### src/rtl/assert_macros.svh
// Assertion macros of the bilinear image sampler, used by its top-level RTL file.
`ifndef ASSERT_MACROS_SVH
`define ASSERT_MACROS_SVH

`ifndef SYNTHESIS
// Implication or plain property, checked on every rising edge outside reset.
`define BIS_ASSERT(lbl, clk, rst_n, prop) \
    lbl: assert property (@(posedge clk) disable iff (!rst_n) (prop)) \
        else $error("assertion failed");
// Condition that must never hold outside reset.
`define BIS_ASSERT_NEVER(lbl, clk, rst_n, cond) \
    lbl: assert property (@(posedge clk) disable iff (!rst_n) !(cond)) \
        else $error("forbidden condition seen");
`else
`define BIS_ASSERT(lbl, clk, rst_n, prop)
`define BIS_ASSERT_NEVER(lbl, clk, rst_n, cond)
`endif

`endif

### src/rtl/bis_ram.sv
// Generic single-port RAM with a registered read.
module bis_ram #(
    parameter int DATA_W = 8,
    parameter int DEPTH  = 256
) (
    input  logic                     clk,
    input  logic                     we,
    input  logic [$clog2(DEPTH)-1:0] addr,
    input  logic [DATA_W-1:0]        wdata,
    output logic [DATA_W-1:0]        rdata
);

    logic [DATA_W-1:0] mem [DEPTH];
    logic [DATA_W-1:0] rdata_reg;

    always_ff @(posedge clk)
    begin
        if (we)
        begin
            mem[addr] <= wdata;
        end
        rdata_reg <= mem[addr];
    end

    assign rdata = rdata_reg;

endmodule

### config.mk
export PLATFORM = sky130hd
export DESIGN_NAME = bis_ram
export DESIGN_NICKNAME = d
export VERILOG_FILES = /design/src/rtl/assert_macros.svh /design/src/rtl/bis_ram.sv
export SDC_FILE = /design/constraint.sdc
export NUM_CORES = 2
export LEC_CHECK = 0
export BUFFER_PORTS_ARGS = -buffer_cell sky130_fd_sc_hd__clkbuf_2
export CAP_MARGIN = 15
export CORE_MARGIN = 5
export CORE_UTILIZATION = 55
export CTS_BUF_LIST = sky130_fd_sc_hd__clkbuf_4 sky130_fd_sc_hd__clkbuf_8
export CTS_CLUSTER_SIZE = 10
export DETAILED_ROUTE_END_ITERATION = 8
export HOLD_SLACK_MARGIN = 0.02
export PLACE_DENSITY_LB_ADDON = 0.1
export SYNTH_ARGS = -nofsm -noshare
export SYNTH_HDL_FRONTEND = slang
export SYNTH_SLANG_ARGS = --single-unit
### constraint.sdc
create_clock -name clk -period 3.57 [get_ports clk]
set_input_delay 0.714 -clock clk [delete_from_list [all_inputs] [get_ports clk]]
set_output_delay 0.714 -clock clk [all_outputs]
set_load 0.01 [all_outputs]
# Word-level counts from Yosys, hierarchy flattened
# Memory sizes are Yosys's and may differ from the RTL's. A register that Yosys moved wholly into a read port is not among the register bits.
# Index checks and enable logic that the tools add are counted.
# op_classes
muxes	2
# op_table
operator	n
1-bit two-way mux	2
# totals
out_inout_bits	8
memories	1
word_cells	3
register_bits	0
ram_bits	2048
in_bits	18
# memory_table
name	words	word_bits	read_ports	rd_ports_with_merged_regs	write_ports	line	source
mem	256	8	1	1	1	bis_ram.sv:13	logic [DATA_W-1:0] mem [DEPTH];

# Longest topological paths before layout
# depth
word_depth	2
mapped_depth	10
ltp_nobuf	5

# Worst setup path before layout
# OpenSTA, ideal clock, no wires.
# synth_path
path_type	input to register
startpoint	in addr[1]
endpoint	mem mem[111][0], enable pin
n_path_buf	5
setup_ns	0.370
path_slack_ns	0.637
arrival_ns	2.563
cell_stages	9
path_cell_list	buf_2 clkbuf_1 clkbuf_1 nand2_1 buf_2 nor2_1 nand2_1 clkbuf_1 nor2_1
# synth_rtl
item	line	source
start: declaration	bis_ram.sv:8	input logic [$clog2(DEPTH)-1:0] addr,
end: declaration	bis_ram.sv:13	
# No word-level cell before the write port.

==> results.sh <==
export IMPL_crit_required_ns=4.43
export IMPL_synth_compound_area_share_pct=3.622
export IMPL_p_per_area_nw_per_um2=533.4
export IMPL_dp_hpwl_mm=120.8
export IMPL_final_cell_area_um2=90640
export IMPL_clk_pin_slew_ns=0.06
export IMPL_r2r_setup_slack_ns=0.83
export IMPL_synth_area_leaders="edfxtp_1, mux4_2, a22oi_1"
export IMPL_r2r_cells=6
export IMPL_groute_usage_overall_pct=26.08
export IMPL_yosysWarningCount=0
export IMPL_synthCells=3547
export IMPL_cp_slowest_cell="o41ai_1"
export IMPL_reg2reg_from="mem[108][7]"
export IMPL_synth_mux_area_share_pct=14.69
export IMPL_place_area_um2=84380
export IMPL_postLayoutSetupSlackWorst_ns=0.5855
export IMPL_drtIter0Drc=4408
export IMPL_cts_made_buffers=336
export IMPL_avgSynthCellArea_um2=22.13
export IMPL_power_internal_w=0.03803
export IMPL_cts_resized=0
export IMPL_die_h_um=387.8
export IMPL_outcome="finished, final reports clean"
export IMPL_root_buffer="clkbuf_8"
export IMPL_synth_seq_cells=2056
export IMPL_crit_type="input pin to flip-flop"
export IMPL_crit_top_cell="buf_4"
export IMPL_fin_crit_ns=2.984
export IMPL_yosysUniqueCellTypes=22
export IMPL_final_cell_mix="edfxtp_1, mux4_2, buf_4"
export IMPL_netlist_area_um2=78490
export IMPL_num_vias=39630
export IMPL_vdd_ir_drop_max_mv=0.4465
export IMPL_antenna_found_initial=12
export IMPL_grt_pass1_wl_mm=285.1
export IMPL_die_area_um2=150400
export IMPL_fill_cells=9420
export IMPL_largest_reg_flops=2048
export IMPL_layout_commonest_cell="edfxtp_1"
export IMPL_drive_gt1_share_pct=34.64
export IMPL_synth_top_area_share_pct=78.35
export IMPL_rsz0062_at_grt="false"
export IMPL_yosys_area_share_simple_pct=1.733
export IMPL_io_buffers=25
export IMPL_min_to="mem[46][0]"
export IMPL_min_path_cells=1
export IMPL_min_delay_start="wdata[0]"
export IMPL_start_util_pct=55.37
export IMPL_avgViaCountPerCell=6.284
export IMPL_fin_tns_setup_ns=0
export IMPL_p_sw_w=0.01032
export IMPL_cp_end_kind="flip-flop"
export IMPL_clkSinkCount=2056
export IMPL_p_leak_nw=28.83
export IMPL_setup_viol=0
export IMPL_yosysSeqAreaShare_pct=78.55
export IMPL_insertion_delay_ns=1.01
export IMPL_grt_max_degree=114
export IMPL_fin_nets=4197
export IMPL_start_kind="input pin"
export IMPL_combinationalPowerShare_pct=4.9
export IMPL_power_share_switching_pct=21.34
export IMPL_finalClockSkew_ns=0.06190
export IMPL_dp_slack_ns=-0.5400
export IMPL_rows=138
export IMPL_hold_viol=0
export IMPL_cts_tree="done"
export IMPL_pwr_share_clk_pct=39.9
export IMPL_cts_path_max_buffers=4
export IMPL_synthXorXnorAreaFrac_pct=0
export IMPL_min_period_over_period_pct=83.60
export IMPL_gr_total_overflow=0
export IMPL_power_frac_seq_pct=55.2
export IMPL_route_detailed_drc=0
export IMPL_core_area_um2=141800
export IMPL_maxCapViolCount=0
export IMPL_grt_pass1_vias=41228
export IMPL_area_growth_pct=15.48
export IMPL_worst_pin_slew_ns=1.131
export IMPL_crit_arrival_ns=3.85
export IMPL_synth_top_area_cell="edfxtp_1"
export IMPL_slew_headroom_pct=24.58
export IMPL_dr_pass1_iters=6
export IMPL_cts_setup_buffers=0
export IMPL_crit_fanout=21
export IMPL_syn_nets=3565
export IMPL_slowest_delay_ns=0.79
export IMPL_globalplace_congestion=0.8324
export IMPL_htree_num_levels=5
export IMPL_post_drt_wl_per_cell_um=30.82
export IMPL_crit_chain="buf_8, buf_12, buf_4, mux4_2, a22oi_1, a21oi_1, o41ai_1, buf_4, nand4_1"
export IMPL_ant_nets=0
export IMPL_synth_top_family_by_area="multiplexers"
export IMPL_drt_wl_total_mm=194.4
export IMPL_timing_fmax_ghz=0.3351
export IMPL_synthAdderAreaFrac_pct=0
export IMPL_reg2reg_to="rdata[7]"
export IMPL_die_w_um=387.8
export IMPL_hold_path_class="input pin to flip-flop"
export IMPL_drv_slew=0
export IMPL_io_pins=26
## worst max-delay path: cells and delay by family
kind | cells | cell delay, ns
compound gates | 3 | 1.29
buf+inv | 4 | 1.15
mux | 1 | 0.53
simple gates | 1 | 0.11
## through the flow
step | hold WS (ns) | total power, W | std cells | utilization (%)
finish | 0.2470 | 0.04835 | 6306 | 63.94
floorplan | 0.8129 | 0.02832 | 3547 | -
global route | 0.1944 | 0.05001 | 6302 | 63.93
detailed placement | 0.9871 | 0.02955 | 5729 | 59.52
global placement | 1.021 | 0.02950 | 5729 | 59.52
CTS | 0.1630 | 0.04875 | 6297 | 63.92
## how the worst max path moves through the flow
stage | start | to | depth (start not counted)
after CTS | addr[0] | rdata[5] | 9
after global routing | addr[0] | rdata[7] | 9
after detailed placement | addr[0] | rdata[5] | 9
after global placement | addr[0] | rdata[5] | 9
after floorplan | addr[1] | mem[111][0] | 9
final | addr[0] | rdata[7] | 9
## kinds of logic after synthesis
family / after synthesis
flops: 2056
simple gates: 330
mux: 512
buf+inv: 233
compound gates: 416
## power by group through the flow
stage	registers (W)	logic [W]	clock network [W]
after floorplan	0.0271	0.00118	0
after global placement	0.0272	0.00234	0
after detailed placement	0.0272	0.00239	0
after CTS	0.0267	0.00239	0.0197
after global routing	0.0266	0.00251	0.0209
final	0.0267	0.00237	0.0193
## cells in the mapped netlist (all sizes together)
cell type / count
a21oi: 128
a22oi: 256
and2: 3
buf: 87
clkbuf: 145
dfxtp: 8
edfxtp: 2048
inv: 1
mux4: 512
nand2: 28
nand2b: 6
nand3: 13
nand4: 8
nor2: 232
nor2b: 7
nor3: 30
o41ai: 32
or2: 2
or3: 1
## layer usage
layer  part of all wire [%]  up-vias  GRT usage (%)  routed length (µm)
met5                  0.034        -              0                  66
met4                    2.5       10          7.567                4794
met3                    8.3      330          5.562               16090
met2                     49     1831          41.18               95150
met1                     40    21071          37.57               78260
li1                       -    16388              -                   -
## cell type report
| type | count | area [µm²] | area share, % |
|---|---|---|---|
| clock buffers | 438 | 5446 | 6.009 |
| diodes | 8 | 20.02 | 0.02209 |
| multi-input cells | 1258 | 15760 | 17.39 |
| repair buffers | 526 | 4602 | 5.077 |
| clock inverters | 129 | 784.5 | 0.8655 |
| well taps | 1890 | 2365 | 2.609 |
| inverters | 1 | 3.754 | 0.004141 |
| flip-flops and latches | 2056 | 61660 | 68.02 |
## timing repair
item                                    4_1_cts  5_1_grt
endpoints found under the hold margin         5        0
hold buffers                                  1        0
endpoints found under the setup margin        0        0
Note: power is estimated with default switching activity, not from simulation.
