--- src/rtl/assert_macros.svh ---
// Assertion macros of the bilinear image sampler, used by its top-level RTL file.
`ifndef ASSERT_MACROS_SVH
`define ASSERT_MACROS_SVH

`ifndef SYNTHESIS
// Implication or plain property, checked on every rising edge outside reset.
`define BIS_ASSERT(lbl, clk, rst_n, prop) \
    lbl: assert property (@(posedge clk) disable iff (!rst_n) (prop)) \
        else $error("assertion failed");
// Condition that must never hold outside reset.
`define BIS_ASSERT_NEVER(lbl, clk, rst_n, cond) \
    lbl: assert property (@(posedge clk) disable iff (!rst_n) !(cond)) \
        else $error("forbidden condition seen");
`else
`define BIS_ASSERT(lbl, clk, rst_n, prop)
`define BIS_ASSERT_NEVER(lbl, clk, rst_n, cond)
`endif

`endif

--- src/rtl/bis_pkg.sv ---
// Shared constants and types of the bilinear image sampler.
package bis_pkg;

    localparam int COORD_W   = 17;
    localparam int PIX_W     = 8;
    localparam int PIX_IDX_W = 8;
    localparam int CFG_W     = 9;
    localparam int OUT_W     = 16;
    localparam int CFG_IDX_W = 1;

    localparam int DEF_MAX_WIDTH  = 256;
    localparam int DEF_MAX_HEIGHT = 256;
    localparam int DEF_FRAC_BITS  = 8;

    localparam logic [CFG_W-1:0] RESET_DIM = 9'd256;

    localparam logic [CFG_IDX_W-1:0] REG_WIDTH  = 1'b0;
    localparam logic [CFG_IDX_W-1:0] REG_HEIGHT = 1'b1;

    localparam logic [0:0] REQ_LOAD   = 1'b0;
    localparam logic [0:0] REQ_SAMPLE = 1'b1;

    // Control word for the shared multiply-accumulate unit.
    typedef struct packed {
        logic mul_en;
        logic acc_load;
        logic acc_add;
        logic acc_sel;
    } mac_ctrl_t;

endpackage

--- src/rtl/bis_coord.sv ---
// Coordinate clamp: integer part, edge-clamped neighbour and fraction of one axis.
module bis_coord #(
    parameter int MAX_DIM   = 256,
    parameter int FRAC_BITS = 8
) (
    input  logic signed [bis_pkg::COORD_W-1:0] coord,
    input  logic [bis_pkg::CFG_W-1:0]          dim,
    output logic [bis_pkg::CFG_W-1:0]          base,
    output logic [bis_pkg::CFG_W-1:0]          next,
    output logic [FRAC_BITS-1:0]               frac
);

    import bis_pkg::*;

    localparam int HI_W  = CFG_W + FRAC_BITS;
    localparam int CMP_W = (HI_W > COORD_W - 1) ? HI_W : COORD_W - 1;

    logic [CFG_W-1:0] dim_use;
    logic [CFG_W-1:0] dim_m1;
    logic [CMP_W-1:0] hi;
    logic [CMP_W-1:0] pos;
    logic [CMP_W-1:0] clamped;
    logic [CFG_W:0]   base_p1;

    always_comb
    begin
        // The dimension in use is kept between two and the store size.
        if (dim < CFG_W'(2))
        begin
            dim_use = CFG_W'(2);
        end
        else if (32'(dim) > 32'(MAX_DIM))
        begin
            dim_use = CFG_W'(MAX_DIM);
        end
        else
        begin
            dim_use = dim;
        end
        dim_m1 = dim_use - CFG_W'(1);
        hi     = CMP_W'({dim_m1, {FRAC_BITS{1'b0}}});
        pos    = CMP_W'(coord[COORD_W-2:0]);

        if (coord[COORD_W-1])
        begin
            clamped = '0;
        end
        else if (pos > hi)
        begin
            clamped = hi;
        end
        else
        begin
            clamped = pos;
        end

        base    = clamped[FRAC_BITS +: CFG_W];
        frac    = clamped[FRAC_BITS-1:0];
        base_p1 = {1'b0, base} + (CFG_W + 1)'(1);
        if (base_p1 < {1'b0, dim_use})
        begin
            next = base_p1[CFG_W-1:0];
        end
        else
        begin
            next = dim_m1;
        end
    end

endmodule

--- config.mk ---
export PLATFORM = sky130hd
export DESIGN_NAME = bis_coord
export DESIGN_NICKNAME = d
export VERILOG_FILES = /design/src/rtl/assert_macros.svh /design/src/rtl/bis_pkg.sv /design/src/rtl/bis_coord.sv
export SDC_FILE = /design/constraint.sdc
export NUM_CORES = 1
export LEC_CHECK = 0
export ABC_AREA = 1
export BUFFER_PORTS_ARGS = -buffer_cell sky130_fd_sc_hd__buf_2
export CORE_UTILIZATION = 48
export DETAILED_ROUTE_END_ITERATION = 7
export PLACE_DENSITY_LB_ADDON = 0.25
export REMOVE_ABC_BUFFERS = 1
export SLEW_MARGIN = 5
export SYNTH_ARGS = -nofsm -noshare
export SYNTH_HDL_FRONTEND = slang
export SYNTH_SLANG_ARGS = --single-unit
--- constraint.sdc ---
create_clock -name vclk -period 5.2
set_input_delay 0.78 -clock vclk [all_inputs]
set_output_delay 0.78 -clock vclk [all_outputs]
set_load 0.05 [all_outputs]
==> impl_metrics.csv, run 1 <==
group,metric,value,unit
placement,post-dp-hpwl,3920,um
clock_network,ctsHoldBuffers,0,
floorplanning,pin_count,52,
synth,synth_area,0.00143,mm^2
synth,yosys_warnings,0,
global_routing,grt_max_degree,14,
outcome,stop_stage,"global routing (5_1_grt)",
outcome,outcome,"aborted with a tool error",
synth,postSynthCellCount,258,
floorplanning,dieHeight,56.5,um
synth,synth.distinct_cells,34,
sta,worst_path_end_type,"top-level output",
placement,place_congestion,0.982,
synth,ys_seq_area_share,0,%
outcome,error,"[ERROR DPL-0038] Utilization greater than 100%, impossible to legalize",
synth,syn_avg_cell_area,5.53,um^2
floorplanning,die_w,56.5,um
floorplanning,start_util,51.3,%
floorplanning,rows,19,
sta,worst_endpoint,"next[5]",
placement,dpl_cell_area,0.00210,mm^2
placement,portBuffers,51,
## synth_stat cells, types with 2 or more instances
library cell | count | area (um^2)
nand4_1 | 7 | 43.8
o21ai_2 | 2 | 17.5
a21oi_1 | 5 | 25.0
nand3_1 | 36 | 180
nor3_1 | 7 | 35.0
nand2_1 | 66 | 248
nor2_1 | 18 | 67.6
inv_2 | 7 | 26.3
nand2_8 | 2 | 40.0
nand2_2 | 6 | 37.5
o21ai_0 | 4 | 20.0
nand3_2 | 8 | 80.1
clkinv_1 | 2 | 7.51
nor2_4 | 7 | 78.8
o21ai_1 | 6 | 30.0
nor2_2 | 6 | 37.5
ha_1 | 13 | 163
inv_1 | 39 | 146
xor2_1 | 2 | 17.5
## metrics by stage
stage | setup WS [ns] | cells | hold slack (ns) | utilization [%] | setup TNS, ns
3_5_place_dp | -0.995 | 390 | 1.95 | 75.6 | -8.37
3_3_place_gp | -0.920 | 390 | 1.95 | 75.6 | -7.80
2_1_floorplan | -1.28 | 255 | 1.66 | - | -9.70
4_1_cts | -0.618 | 405 | 1.95 | 93.1 | -5.12
## timing repair
item | in CTS
gates cloned | 4
pin swaps | 47
hold endpoints to repair | 0
resized for setup | 88
buffers inserted | 11
setup endpoints to repair | 9
## cell families after synthesis
group / Yosys count / synth area share (%)
XOR/XNOR: 3 / 1.84
AO/OA/AOI/OAI: 22 / 10.1
AND/OR/NAND/NOR: 167 / 62.2
buffers and inverters: 52 / 14.2
adder cells (fa/ha/maj): 13 / 11.4
other: 1 / 0.263
==> inputs of run 2 (changes only) <==
--- a/config.mk
+++ b/config.mk
@@ -7,9 +7,10 @@
 export LEC_CHECK = 0
 export ABC_AREA = 1
 export BUFFER_PORTS_ARGS = -buffer_cell sky130_fd_sc_hd__buf_2
-export CORE_UTILIZATION = 48
+export CORE_AREA = 2 2 63 65
 export DETAILED_ROUTE_END_ITERATION = 7
-export PLACE_DENSITY_LB_ADDON = 0.25
+export DIE_AREA = 0 0 65 67
+export PLACE_DENSITY_LB_ADDON = 0.15
 export REMOVE_ABC_BUFFERS = 1
 export SLEW_MARGIN = 5
 export SYNTH_ARGS = -nofsm -noshare
==> constraint.sdc (replaced) <==
create_clock -name vclk -period 6.8
set_input_delay 1.02 -clock vclk [all_inputs]
set_output_delay 1.02 -clock vclk [all_outputs]
set_load 0.05 [all_outputs]
==> run 2 against run 1 <==
The run now ends clean. Synthesized cell count is the same. Area after synthesis is the same.
==> impl_metrics.csv, run 2 <==
group,metric,value,unit
outcome,outcome,"finished, final reports clean",
setup_path,cp-start-kind,"input pin",
run,cap_violations,0,
sta,drv_slew,0,
synth,synth_area_leaders,"nand2_1 (17%), nand3_1 (13%), ha_1 (11%)",
pwr,power,302,uW
pwr,pwr-share-clk,0,%
global_routing,grt_usage,20.4,%
pwr,leakage,1.22,nW
worst_hold_path,hold_path_class,"in -> out",
drt,drc_errors,0,
sta,max_slew_margin,58.2,%
global_routing,grt-ovfl-total,0,
synth,synth_area,0.00143,mm^2
sta,period_share,97.0,%
drt,finalWirelength,4870,um
pwr,combPwrFrac,100.0,%
final_layout,numSequentialCells,0,
worst_hold_path,whs_path_depth,4,
setup_path,cp-startpoint,"dim[6]",
setup_path,path_common_cell,"nor2_4",
synth,ys_seq_area_share,0,%
global_routing,antenna_found_initial,0,
pwr,netSwitchingPower,199,uW
sta,hold_viol,0,
placement,portBuffers,51,
final_layout,area_growth,57.6,%
final_layout,clock_buffers,0,
final_layout,drive_above_1_share,47.2,%
synth,syn_avg_cell_area,5.53,um^2
floorplanning,rows,22,
pwr,pwr-share-seq,0,%
synth,yosysTopAreaCell,"nand2_1",
global_routing,grt_pass1_wl,7150,um
drt,via_per_inst,4.97,
floorplanning,start_util,39.6,%
final_layout,multiInputGateArea,0.00159,mm^2
setup_path,cp-end-kind,"output port",
drt,ant_nets,0,
synth,synth.distinct_cells,34,
global_routing,grt_pass1_vias,1587,
pwr,ir_worst_vdd,0.0506,mV
sta,setup_ws,0.201,ns
setup_path,slowest_delay,0.38,ns
setup_path,cp.required,5.78,ns
floorplanning,die_area,0.00436,mm^2
floorplanning,coreArea,0.00361,mm^2
sta,holdWs,2.43,ns
final_layout,final_cell_mix,"nand2_1 (58), buf_2 (44), inv_1 (38)",
pwr,p_per_area,134,mW/mm^2
placement,dpl_cell_area,0.00177,mm^2
drt,drt-initial-drc-count,138,
final_layout,seq_area,0,um^2
sta,max_freq,152,MHz
final_layout,nets,365,
placement,dpl_worst_slack,-0.0491,ns
drt,vias,1849,
drt,first_pass_iters,4,
clock_network,ctsHoldBuffers,0,
drt,routedWlPerCell,13.1,um
synth,yosys_warnings,0,
worst_hold_path,holdCritStartpoint,"coord[3]",
pwr,switching_share,66.0,%
pwr,internal-power,103,uW
setup_path,crit_slowest_cell,"a221oi_4",
final_layout,diodes,0,
final_layout,final_area,0.00225,mm^2
sta,finalCriticalPeriod,6.60,ns
synth,synthTopCellsByCount,"nand2_1 (66), inv_1 (39), nand3_1 (36)",
setup_path,cp.arrival,5.58,ns
synth,yosysMostFrequentCell,"nand2_1",
placement,dp_cells,360,
final_layout,finalNonFillerCells,372,
floorplanning,dieHeight,67,um
setup_path,path_max_fanout,6,
synth,postSynthCellCount,258,
setup_path,critPathKind,"in -> out",
placement,place_congestion,0.862,
sta,tightest_slew,0.627,ns
global_routing,grt_max_degree,14,
floorplanning,die_w,65,um
final_layout,layout_commonest_cell,"nand2_1",
final_layout,fillers,341,
synth,synth_top_cell_area_share,17.4,%
placement,post-dp-hpwl,3720,um
floorplanning,pin_count,52,
sta,setup_violations,0,
==> run 2: kinds of logic (layout without fill, tap and decap cells) <==
group	after synthesis	in the layout	share of synthesized area (%)
compound gates	22	23	10.1
xor+xnor	3	3	1.84
fa+ha+maj	13	13	11.4
buf+inv	52	115	14.2
other cells	1	1	0.263
simple gates	167	169	62.2
==> run 2: power groups by stage <==
stage          Clock (mW)  Combinational [mW]  Sequential (mW)
2_1_floorplan           0               0.178                0
3_3_place_gp            0               0.234                0
3_5_place_dp            0               0.234                0
4_1_cts                 0               0.235                0
5_1_grt                 0               0.326                0
6_report                0               0.302                0
==> run 2: routing by layer <==
metal	GRT usage, %	vias up	share of wire, %
met5	0	-	0
met4	0	0	0.16
met3	0.169	2	4.9
met2	37.9	54	49
met1	27.9	819	46
li1	-	974	-
==> run 2: final timing paths <==
kind	endpoint	slack, ns
worst max-delay path	next[3]	0.20
worst min-delay path	frac[3]	2.43
==> run 2: timing repair <==
item,in CTS,in global routing
pin swaps,0,26
endpoints found under the hold margin,0,0
cloned,0,3
setup endpoints to repair,8,9
resized for setup,1,80
buffers inserted,0,9
==> run 2: stage by stage <==
stage	util (%)	TNS (ns)
floorplan	-	-0.328
CTS	49.3	-0.0478
global placement	49.1	0
finish	62.4	0
detailed placement	49.1	-0.106
global route	62.4	-0.513
==> run 2: layout make-up <==
type / instances / share of cell area (%)
well taps: 48 / 2.67
repair buffers: 66 / 18.5
inverters: 49 / 8.29
multi-input cells: 209 / 70.5
==> run 2: worst max-delay path: cells and delay by family <==
kind                       cells  cell delay, ns
AOI/OAI and AO/OA              5            1.26
xor gates and xnor gates       1            0.20
adders and majority gates      3            0.63
buffers and inverters          3            0.39
and+or+nand+nor               16            2.07
Note: power is estimated with default switching activity, not from simulation.
==> inputs of run 3 (changes only) <==
--- a/config.mk
+++ b/config.mk
@@ -10,9 +10,8 @@
 export CORE_AREA = 2 2 63 65
 export DETAILED_ROUTE_END_ITERATION = 7
 export DIE_AREA = 0 0 65 67
-export PLACE_DENSITY_LB_ADDON = 0.15
+export PLACE_DENSITY_LB_ADDON = 0.25
 export REMOVE_ABC_BUFFERS = 1
-export SLEW_MARGIN = 5
 export SYNTH_ARGS = -nofsm -noshare
 export SYNTH_HDL_FRONTEND = slang
 export SYNTH_SLANG_ARGS = --single-unit
==> run 3 against run 2 <==
Worst hold slack got worse by 0.00086 ns. Critical endpoint is now next[2]. Setup slack got worse by 0.091 ns. Utilization down 2.3 points. Combinational power decreased by 3%. Final area shrank 3.7%. Non-clock buffer count decreased by 7. Fmax is 1.4% lower. Flip-flop and latch count did not move.
==> impl_metrics.csv, run 3 (synthesis results as in run 2) <==
group,metric,value,unit
outcome,outcome,"finished, final reports clean",
placement,portBuffers,51,
final_layout,layout_commonest_cell,"nand2_1",
global_routing,grt_max_degree,14,
worst_hold_path,whs_path_depth,4,
sta,max_slew_margin,59.9,%
setup_path,path_max_fanout,6,
setup_path,cp.arrival,5.67,ns
placement,place_congestion,0.871,
global_routing,antenna_found_initial,0,
drt,routedWlPerCell,13.7,um
drt,finalWirelength,4990,um
placement,post-dp-hpwl,3640,um
setup_path,cp-start-kind,"input pin",
final_layout,final_cell_mix,"nand2_1 (59), buf_2 (44), inv_1 (38)",
sta,drv_slew,0,
floorplanning,rows,22,
setup_path,cp-end-kind,"output port",
sta,finalCriticalPeriod,6.69,ns
drt,drt-initial-drc-count,136,
pwr,leakage,1.18,nW
global_routing,grt_pass1_vias,1588,
sta,hold_viol,0,
sta,holdWs,2.43,ns
floorplanning,die_area,0.00436,mm^2
drt,ant_nets,0,
run,cap_violations,0,
floorplanning,die_w,65,um
sta,period_share,98.4,%
final_layout,finalCoreUtilization,60.1,%
final_layout,diodes,0,
setup_path,cp.required,5.78,ns
final_layout,drive_above_1_share,45.1,%
sta,max_freq,149,MHz
floorplanning,dieHeight,67,um
drt,drc_errors,0,
drt,first_pass_iters,5,
pwr,ir_worst_vdd,0.0468,mV
setup_path,path_common_cell,"nor2_4",
global_routing,grt_usage,20.6,%
floorplanning,start_util,39.6,%
final_layout,clock_buffers,0,
global_routing,grt_pass1_wl,7290,um
sta,tightest_slew,0.601,ns
drt,via_per_inst,5.20,
drt,vias,1898,
floorplanning,pin_count,52,
final_layout,numSequentialCells,0,
final_layout,area_growth,51.8,%
setup_path,crit_slowest_cell,"a221oi_4",
setup_path,slowest_delay,0.39,ns
final_layout,nets,358,
worst_hold_path,hold_path_class,"in -> out",
global_routing,grt-ovfl-total,0,
floorplanning,coreArea,0.00361,mm^2
pwr,p_per_area,135,mW/mm^2
setup_path,critPathKind,"in -> out",
pwr,power,292,uW
final_layout,seq_area,0,um^2
clock_network,ctsHoldBuffers,0,
sta,setup_violations,0,
[run 3: cell types whose count changed in the layout (fill, tap and decap cells not counted), moves of 2 or more]
| cell | change |
|---|---|
| nor2_2 | -5 |
| nor2_4 | +2 |
| ha_4 | -3 |
| nand3_1 | -3 |
| buf_4 | -7 |
| nor2_1 | +3 |
| nand3_2 | +5 |
| nand3_4 | -2 |
| ha_1 | +3 |
[run 3: repair_timing]
action                     in CTS  in global routing
pin swaps                       0                 26
resized for setup               1                 77
hold endpoints to repair        0                  0
buffers inserted                0                  4
cloned                          0                  3
setup endpoints to repair       2                  9
[run 3: worst paths after layout]
kind	to	slack, ns	from
worst min-delay path	frac[3]	2.43	coord[3]
worst max-delay path	next[2]	0.11	dim[8]
[run 3: worst max-delay path: cells and delay by family]
family                   cells  cell delay, ns
adder cells (fa/ha/maj)      3            0.74
buffers and inverters        4            0.47
AND/OR/NAND/NOR             17            2.21
XOR/XNOR                     1            0.20
AO/OA/AOI/OAI                4            1.01
[run 3: layout make-up]
class,count,area [um^2]
timing repair buffer,59,352
fill,342,1440
inverter,49,186
tap,48,60.1
multi-input combinational,209,1570
[run 3: through the flow]
stage	cells	setup TNS, ns	worst slack [ns]	cell area (um^2)
2_1_floorplan	255	-0.328	-0.164	1410
3_3_place_gp	358	0	0.150	1760
3_5_place_dp	358	0	0.00654	1760
4_1_cts	358	0	0.00882	1760
5_1_grt	365	-0.561	-0.106	2170
6_report	365	0	0.109	2170
[run 3: per-layer routing]
layer	wire length, um	global-route usage [%]
met4	74	0.798
met3	279	0.676
met5	0	0
met1	2190	29.2
met2	2440	36.2
[run 3: report_power, final]
| group | leakage, nW | switching (mW) | internal [mW] | total, mW |
|---|---|---|---|---|
| registers | 0 | 0 | 0 | 0 |
| logic | 1.18 | 0.199 | 0.0930 | 0.292 |
| clock network | 0 | 0 | 0 | 0 |
