`config.mk`:
```
export PLATFORM = sky130hd
export DESIGN_NAME = bis_mac
export DESIGN_NICKNAME = d
export VERILOG_FILES = /design/src/rtl/assert_macros.svh /design/src/rtl/bis_pkg.sv /design/src/rtl/bis_mac.sv
export SDC_FILE = /design/constraint.sdc
export NUM_CORES = 1
export LEC_CHECK = 0
export ABC_CLOCK_PERIOD_IN_PS = 13300
export CAP_MARGIN = 20
export CELL_PAD_IN_SITES_DETAIL_PLACEMENT = 0
export CELL_PAD_IN_SITES_GLOBAL_PLACEMENT = 1
export CORE_MARGIN = 3
export CORE_UTILIZATION = 35
export DETAILED_ROUTE_END_ITERATION = 8
export DONT_BUFFER_PORTS = 1
export PLACE_DENSITY = 0.68
export SYNTH_ARGS = -nofsm -noshare
export SYNTH_HDL_FRONTEND = slang
export SYNTH_SLANG_ARGS = --single-unit
```
`constraint.sdc`:
```
create_clock -name clk -period 13.3 [get_ports clk]
set_input_delay 1.33 -clock clk [delete_from_list [all_inputs] [get_ports clk]]
set_output_delay 1.33 -clock clk [all_outputs]
set_load 0.03 [all_outputs]
```
`src/rtl/assert_macros.svh`:
```
// Assertion macros of the bilinear image sampler, used by its top-level RTL file.
`ifndef ASSERT_MACROS_SVH
`define ASSERT_MACROS_SVH

`ifndef SYNTHESIS
// Implication or plain property, checked on every rising edge outside reset.
`define BIS_ASSERT(lbl, clk, rst_n, prop) \
    lbl: assert property (@(posedge clk) disable iff (!rst_n) (prop)) \
        else $error("assertion failed");
// Condition that must never hold outside reset.
`define BIS_ASSERT_NEVER(lbl, clk, rst_n, cond) \
    lbl: assert property (@(posedge clk) disable iff (!rst_n) !(cond)) \
        else $error("forbidden condition seen");
`else
`define BIS_ASSERT(lbl, clk, rst_n, prop)
`define BIS_ASSERT_NEVER(lbl, clk, rst_n, cond)
`endif

`endif

```
`src/rtl/bis_pkg.sv`:
```
// Shared constants and types of the bilinear image sampler.
package bis_pkg;

    localparam int COORD_W   = 17;
    localparam int PIX_W     = 8;
    localparam int PIX_IDX_W = 8;
    localparam int CFG_W     = 9;
    localparam int OUT_W     = 16;
    localparam int CFG_IDX_W = 1;

    localparam int DEF_MAX_WIDTH  = 256;
    localparam int DEF_MAX_HEIGHT = 256;
    localparam int DEF_FRAC_BITS  = 8;

    localparam logic [CFG_W-1:0] RESET_DIM = 9'd256;

    localparam logic [CFG_IDX_W-1:0] REG_WIDTH  = 1'b0;
    localparam logic [CFG_IDX_W-1:0] REG_HEIGHT = 1'b1;

    localparam logic [0:0] REQ_LOAD   = 1'b0;
    localparam logic [0:0] REQ_SAMPLE = 1'b1;

    // Control word for the shared multiply-accumulate unit.
    typedef struct packed {
        logic mul_en;
        logic acc_load;
        logic acc_add;
        logic acc_sel;
    } mac_ctrl_t;

endpackage

```
`src/rtl/bis_mac.sv`:
```
// Shared multiplier with registered product and two accumulators.
module bis_mac #(
    parameter int FRAC_BITS = 8
) (
    input  logic                                   clk,
    input  bis_pkg::mac_ctrl_t                     ctrl,
    input  logic [bis_pkg::PIX_W+FRAC_BITS-1:0]    mul_a,
    input  logic [FRAC_BITS:0]                     mul_b,
    output logic [bis_pkg::PIX_W+2*FRAC_BITS-1:0]  acc0,
    output logic [bis_pkg::PIX_W+2*FRAC_BITS-1:0]  acc1
);

    import bis_pkg::*;

    localparam int A_W   = PIX_W + FRAC_BITS;
    localparam int B_W   = FRAC_BITS + 1;
    localparam int ACC_W = PIX_W + 2 * FRAC_BITS;

    logic [A_W+B_W-1:0] prod_full;
    logic [ACC_W-1:0]   prod_reg;
    logic [ACC_W-1:0]   acc0_reg;
    logic [ACC_W-1:0]   acc1_reg;
    logic [ACC_W-1:0]   acc_sel_val;
    logic [ACC_W-1:0]   acc_next;

    // Every product of the blend stays at or below 255 * 2^(2*FRAC_BITS).
    assign prod_full   = (A_W + B_W)'(mul_a) * (A_W + B_W)'(mul_b);
    assign acc_sel_val = ctrl.acc_sel ? acc1_reg : acc0_reg;
    assign acc_next    = ctrl.acc_load ? prod_reg : acc_sel_val + prod_reg;

    always_ff @(posedge clk)
    begin
        if (ctrl.mul_en)
        begin
            prod_reg <= prod_full[ACC_W-1:0];
        end
        if (ctrl.acc_load || ctrl.acc_add)
        begin
            if (ctrl.acc_sel)
            begin
                acc1_reg <= acc_next;
            end
            else
            begin
                acc0_reg <= acc_next;
            end
        end
    end

    assign acc0 = acc0_reg;
    assign acc1 = acc1_reg;

endmodule

```
; ---- After elaboration in Yosys (flattened, before gate mapping)
; Index checks and enable logic that the tools add are counted.
[totals]
regBits = 72
elab_cells = 11
out_inout_bits = 48
[op_classes]
n_addsub = 1
bitwise = 1
mux = 2
reduce_logical = 3
mul = 1
[op_table]
columns = op, n
row1 = $mux 24, 2
row2 = $add 24x24->24, 1
row3 = $mul 16x9->24, 1
row4 = $reduce_and 2->1, 2
row5 = $logic_or 1x1->1, 1
row6 = $not 1->1, 1

; ---- Depth between registers and ports, before layout
; Gate-level depths: netlist (run 1).
[depth]
word_depth = 3
depth_mapped = 17
depth_no_buf = 16

; ---- Least setup slack after synthesis (run 1)
; No wires, ideal clock.
[synth_timing]
path_type = input-to-reg
startpoint = in mul_b[1]
endpoint = reg prod_reg[22], data pin
path_stages = 15
setup_slack_ns = 7.715
path_buffers = 1
required_ns = 13.041
arrival_ns = 5.326
setup_ns = 0.259
cell_sequence = clkbuf_1 nand2_1 fa_1 inv_1 fa_1 fa_1 inv_1 fa_1 inv_1 ha_1 a2111oi_2 o21ai_2 a2111oi_4 nor4b_1 o31a_1
[synth_between]
elab_chain_cells = 1
[synth_lines]
columns = item, line
row1 = from (decl), bis_mac.sv:8  ; input logic [FRAC_BITS:0] mul_b,
row2 = $mul 16x9->24, bis_mac.sv:27  ; assign prod_full = (A_W + B_W)'(mul_a) * (A_W + B_W)'(mul_b);
row3 = via prod_full[22], bis_mac.sv:19  ; logic [A_W+B_W-1:0] prod_full;
row4 = to (signal assigned), bis_mac.sv:35  ; prod_reg <= prod_full[ACC_W-1:0];
row5 = to (decl), bis_mac.sv:20  ; logic [ACC_W-1:0] prod_reg;
; The timed path passes the listed nets, and every way through them passes these cells.
; A chain may end at the register's enable or synchronous reset.

; ---- Worst setup path in the final report (run 1)
[layout_timing]
startpoint = in mul_b[0]
endpoint = reg prod_reg[23], data pin
; Same word-level chain as after synthesis.

==> flow_summary.toml, run 1 <==
[status]
outcome = "complete, no violations"

[clocking]
cts_setup_buffers = 0
cts_root_buf = "clkbuf_16"
clk_pin_slew_worst_paths_ps = 60
cts_buffers = 9
clk-insertion-delay-late_ps = 330
post_cts_resized = 0
hold_buffers = 0
cts_tree = "done"
clock_path_buffers = 2
htreeDepth = 3
clock_sink_count = 72

[route]
drt_wl_total_mm = 19.0
initialDrtViolationCount = 232
wl_per_cell_um = 16.0
routed_via_density = 4.90
postRouteAntennaNets = 0
drcViolationCount = 0
via_count = 5827
first_pass_iters = 4

[synth]
synth_warnings = 0
synth_common_cells = "inv_1 (136), nand2_1 (102), fa_1 (99)"
synthesis.nets = 1074
dominantRegCellSynth = "edfxtp_1"
synth_most_common_cell = "inv_1"
ys_top_cells_by_area = "edfxtp_1 (25%), fa_1 (23%), ha_1 (9.5%), and2_1 (6.4%), inv_1 (5.9%)"
syn_inst = 879
syn_area_per_cell_um2 = 9.85
netlist.area_leader.share = 0.250
synth_seq_cells = 72
synth_edf_count = 72
yosysUniqueCellTypes = 69
async_flop_share = 0
yosysTopAreaCell = "edfxtp_1"
ys_seq_area_frac = 0.250
synth.cell_area_um2 = 8660

[power]
p_leak_nw = 4.08
p_per_area_nw_per_um2 = 244
vdd_drop_max_v = 0.0000880

[critical_path]
worstRegToRegCells = 10
critPathLaunchType = "input port"
crit_path_start = "mul_b[0]"
cp-end-kind = "flop"
critPathKind = "in -> reg"
cp_slowest_cell = "fa_1"
critPathMaxFanout = 16
r2r-end = "acc1[18]$_DFFE_PP_"
crit-reg2reg-launch = "acc0[0]$_DFFE_PP_"
crit_chain = "nand2_1, fa_1, inv_1, fa_1, fa_1, inv_1, fa_1, inv_1, ha_1, a21oi_1, o21ai_0, a311oi_1, a31oi_1, mux2i_1, nand4_1"
r2r_slack_ps = 10150
max_stage_delay_ps = 550
worst-path-buf-inv = 3
worstPathArrival_ps = 5230
cp.required_ps = 13380
critPathMostFrequentCell = "fa_1"
crit_family = "adder cells"

[grt]
grt_max_degree = 42
grt_pass1_vias = 5972
grt_overflow_total = 0
grt_first_pass_wirelength_mm = 31.5
antenna_found_initial = 0
track_usage = 0.147

[placed_design]
dp_hpwl_mm = 15.7
port_buffers = 0
gp_congestion = 0.830
place_ws_ps = 7770

[hold_path]
hp-start = "prod_reg[21]$_DFFE_PP_"
hp-class = "reg -> reg"
hold_end = "acc1[21]$_DFFE_PP_"
holdPathStages = 2

[timing]
finClkSkew_ps = 8.36
setup_violations = 0
slew_headroom = 0.585
post-route-period-util = 0.387
slew_violations = 0
rsz0062_at_grt = "false"
tightest_slew_ps = 620
fin_ws_ps = 8150
hold_violations = 0
max_freq_mhz = 194
min_period_ps = 5150
final.setup.tns_ps = 0

[final_layout]
diodes = 0
drive_above_1_share = 0.0747
area_growth_pct = 6.49
fill_cells = 2412
fin_nets = 1060

[floorplan]
io_pins = 78
core_region_area_um2 = 23900
start_util = 0.362
die_x_um = 163
die_h_um = 163
die_area_um2 = 26700
fp-row-count = 56

[job]
drv_cap = 0
final cells by class:
| type | count | area, µm² | area share |
|---|---|---|---|
| Clock buffer | 10 | 229 | 0.0248 |
| Inverter | 136 | 510 | 0.0554 |
| Sequential cell | 72 | 2160 | 0.235 |
| Multi-Input combinational cell | 644 | 5820 | 0.631 |
| Clock inverter | 6 | 83.8 | 0.00909 |
| Tap cell | 319 | 399 | 0.0433 |
| Timing Repair Buffer | 2 | 15.0 | 0.00163 |
how the worst max path moves through the flow:
stage                                        end  slack [ps]  cells past startpoint
after detailed placement  prod_reg[20]$_DFFE_PP_        7770                     15
after global placement    prod_reg[22]$_DFFE_PP_        7830                     14
after floorplan           prod_reg[22]$_DFFE_PP_        7720                     15
final                     prod_reg[23]$_DFFE_PP_        8150                     15
after CTS                 prod_reg[20]$_DFFE_PP_        8120                     15
after global routing      prod_reg[23]$_DFFE_PP_        7860                     15
stage by stage:
stage	cells	instance area [µm²]	hold slack (ps)	power, W	utilization
finish	1189	9220	627	0.00225	0.386
global route	1189	9220	667	0.00248	0.386
CTS	1189	9220	634	0.00226	0.386
detailed placement	1173	8910	619	0.00200	0.373
global placement	1173	8910	604	0.00199	0.373
floorplan	879	8660	549	0.00172	-
cell usage in the layout (no fill, tap or decap), types with 3 or more instances in the layout:
| cell type | count |
|---|---|
| o21bai_1 | 3 |
| nor3_1 | 6 |
| mux2_2 | 26 |
| o21ai_1 | 5 |
| a21oi_1 | 31 |
| a21oi_2 | 3 |
| a211oi_2 | 3 |
| clkbuf_16 | 9 |
| and2_1 | 88 |
| and3_1 | 6 |
| xnor2_1 | 22 |
| o211ai_1 | 5 |
| a31oi_1 | 6 |
| ha_1 | 66 |
| a21o_1 | 15 |
| edfxtp_1 | 72 |
| nand2b_1 | 4 |
| inv_1 | 136 |
| o22ai_1 | 3 |
| nand4_1 | 8 |
| a211oi_1 | 8 |
| fa_1 | 99 |
| nand3_1 | 10 |
| o31ai_1 | 4 |
| o21ai_0 | 23 |
| xor2_1 | 8 |
| or2_2 | 3 |
| or3_1 | 3 |
| nor2_1 | 31 |
| nand2_1 | 102 |
| mux2i_1 | 7 |
where the power goes:
part / total [W] / internal [W] / switching [W]
clock network: 0.000251 / 0.000163 / 0.0000877
logic: 0.00140 / 0.000598 / 0.000807
registers: 0.000590 / 0.000426 / 0.000165
total: 0.00225 / 0.00119 / 0.00106
worst register-to-register path, cell delays in order, from the launching register on:
cell	delay, ps
edfxtp_1	520
mux2_2	230
ha_1	250
inv_1	90
fa_1	430
nand2b_1	180
a21o_1	240
a2111o_1	450
a21oi_1	200
mux2i_1	230
nor2_1	100
layer usage:
layer	up-vias	GRT usage	part of all wire	routed length [µm]
met2	96	0.229	0.44	8370
met5	-	0	0	0
met1	2822	0.220	0.52	9820
met4	0	0.0331	0.0077	146
met3	9	0.0193	0.037	710
li1	2900	-	-	-
logic make-up (layout without fill, tap and decap cells):
group           Yosys count  in the layout  synth area share
buf+inv                 163            154            0.0786
mux                      34             34            0.0432
flops                    72             72             0.250
xor+xnor                 30             30            0.0304
simple gates            277            277             0.161
fa+ha+maj               165            165             0.324
compound gates          138            138             0.112
(Power assumes the default switching activity.)
==> run 2, diff against run 1 <==
--- a/config.mk
+++ b/config.mk
@@ -5,7 +5,7 @@
 export SDC_FILE = /design/constraint.sdc
 export NUM_CORES = 1
 export LEC_CHECK = 0
-export ABC_CLOCK_PERIOD_IN_PS = 13300
+export ABC_CLOCK_PERIOD_IN_PS = 4290
 export CAP_MARGIN = 20
 export CELL_PAD_IN_SITES_DETAIL_PLACEMENT = 0
 export CELL_PAD_IN_SITES_GLOBAL_PLACEMENT = 1
@@ -13,7 +13,7 @@
 export CORE_UTILIZATION = 35
 export DETAILED_ROUTE_END_ITERATION = 8
 export DONT_BUFFER_PORTS = 1
-export PLACE_DENSITY = 0.68
+export PLACE_DENSITY = 0.71
 export SYNTH_ARGS = -nofsm -noshare
 export SYNTH_HDL_FRONTEND = slang
 export SYNTH_SLANG_ARGS = --single-unit
==> constraint.sdc (replaced) <==
create_clock -name clk -period 4.29 [get_ports clk]
set_input_delay 0.429 -clock clk [delete_from_list [all_inputs] [get_ports clk]]
set_output_delay 0.429 -clock clk [all_outputs]
set_load 0.03 [all_outputs]
==> run 2 against run 1 <==
Effect of this change: global-route usage increased by 0.60 points; non-clock buffer count increased by 29; first-iteration DRC count decreased by 6.5%; cell count increased by 2.4%; count of clock-buffer cells in the layout decreased by 1; largest power group unchanged; setup slack got worse by 8000 ps; highest routed layer unchanged; flip-flop and latch count unchanged; critical path type unchanged.
==> flow_summary.toml, run 2 (synthesized netlist as in run 1, its figures left out) <==
[status]
outcome = "complete, no violations"

[grt]
grt_overflow_total = 0
grt_pass1_vias = 6218
grt_max_degree = 42
grt_first_pass_wirelength_mm = 32.6
track_usage = 0.153
antenna_found_initial = 0

[floorplan]
io_pins = 78
die_x_um = 163
die_h_um = 163
fp-row-count = 56
core_region_area_um2 = 23900
die_area_um2 = 26700
start_util = 0.362

[route]
wl_per_cell_um = 16.1
drcViolationCount = 0
via_count = 6008
postRouteAntennaNets = 0
first_pass_iters = 4
routed_via_density = 4.93
initialDrtViolationCount = 217
drt_wl_total_mm = 19.6

[clocking]
cts_root_buf = "clkbuf_16"
htreeDepth = 3
clk_pin_slew_worst_paths_ps = 60
clk-insertion-delay-late_ps = 330
cts_tree = "done"
cts_buffers = 9
clock_path_buffers = 2
hold_buffers = 0
clock_sink_count = 72

[timing]
setup_violations = 0
finClkSkew_ps = 10.3
min_period_ps = 4110
tightest_slew_ps = 602
slew_headroom = 0.598
slew_violations = 0
max_freq_mhz = 243
rsz0062_at_grt = "false"
hold_violations = 0
post-route-period-util = 0.958

[placed_design]
gp_congestion = 0.826
port_buffers = 0
dpl.cell_count = 1202
dp_hpwl_mm = 15.9

[power]
p_per_area_nw_per_um2 = 796
p_leak_nw = 4.22
vdd_drop_max_v = 0.000321
p_total_w = 0.00763

[hold_path]
hp-class = "in -> reg"
holdPathStages = 0

[final_layout]
drive_above_1_share = 0.131
final_cell_mix = "inv_1 (135), nand2_1 (102), fa_1 (98)"
fill_cells = 2357
instances_no_fill = 1218
diodes = 0
fin_nets = 1089
final_common_cell = "inv_1"
area_growth_pct = 10.6

[critical_path]
critPathLaunchType = "input port"
critPathMaxFanout = 9
cp-end-kind = "flop"
worstPathArrival_ps = 4190
critPathKind = "in -> reg"
cp.required_ps = 4370
worstRegToRegCells = 10

[job]
drv_cap = 0
## run 2: changes by cell type in the layout (fill, tap and decap cells not counted), moves of 2 or more
cell / previous run / this run
buf_4: 2 / 31
ha_1: 66 / 59
ha_4: 0 / 7
and2_1: 88 / 83
and2_4: 0 / 5
a211oi_1: 8 / 6
a211oi_2: 3 / 5
a21oi_1: 31 / 29
a21oi_2: 3 / 5
o21ai_0: 23 / 21
o21ai_1: 5 / 7
## run 2: report_power, final
group          leakage, nW  internal [W]  switching, W
Combinational         3.39       0.00236       0.00273
Clock                0.135      0.000448      0.000273
Sequential           0.696       0.00132      0.000500
Total                 4.22       0.00412       0.00350
## run 2: repair_timing
item	in CTS	in global routing
endpoints found under the hold margin	0	0
setup endpoints to repair	0	3
gates resized for setup	0	1
buffers inserted	0	0
## run 2: final timing paths
check | from | endpoint | slack [ps]
hold / removal | ctrl[3] | prod_reg[4]$_DFFE_PP_ | 210
setup reg to reg | acc1[0]$_DFFE_PP_ | acc0[20]$_DFFE_PP_ | 1150
hold reg to reg | prod_reg[0]$_DFFE_PP_ | acc1[0]$_DFFE_PP_ | 610
setup / recovery | mul_a[3] | prod_reg[22]$_DFFE_PP_ | 180
## run 2: worst max-delay path: stages
cell       delay (ps)
and2_1            150
fa_1              520
fa_1              520
fa_1              510
inv_1              60
fa_1              470
inv_1              60
ha_4              240
buf_4             140
nor2_1            160
a211oi_2           90
a2111oi_4         460
nor4b_2           110
o31a_1            250
## run 2: final cells by class
| cell class | count | area (µm²) | share of cell area |
|---|---|---|---|
| Multi-Input combinational cell | 644 | 5980 | 0.624 |
| Inverter | 136 | 510 | 0.0533 |
| Tap cell | 319 | 399 | 0.0417 |
| Timing Repair Buffer | 31 | 233 | 0.0243 |
| Clock inverter | 7 | 70.1 | 0.00732 |
| Clock buffer | 9 | 225 | 0.0235 |
| Sequential cell | 72 | 2160 | 0.226 |
## run 2: metal layers
metal  vias up  track usage  wire length [µm]
met3        13       0.0236               859
li1       2965            -                 -
met2       124        0.241              8840
met4         0       0.0392               228
met1      2906        0.222              9710
met5         -            0                 0
## run 2: through the flow
stage	worst slack (ps)	util	hold slack, ps	TNS, ps	cell area (µm²)
3_3_place_gp	-244	0.388	545	-898	9280
5_1_grt	2.54	0.401	185	0	9580
3_5_place_dp	-265	0.388	545	-1140	9280
2_1_floorplan	-81.0	-	541	-148	8860
4_1_cts	107	0.401	188	0	9570
6_report	180	0.401	208	0	9580
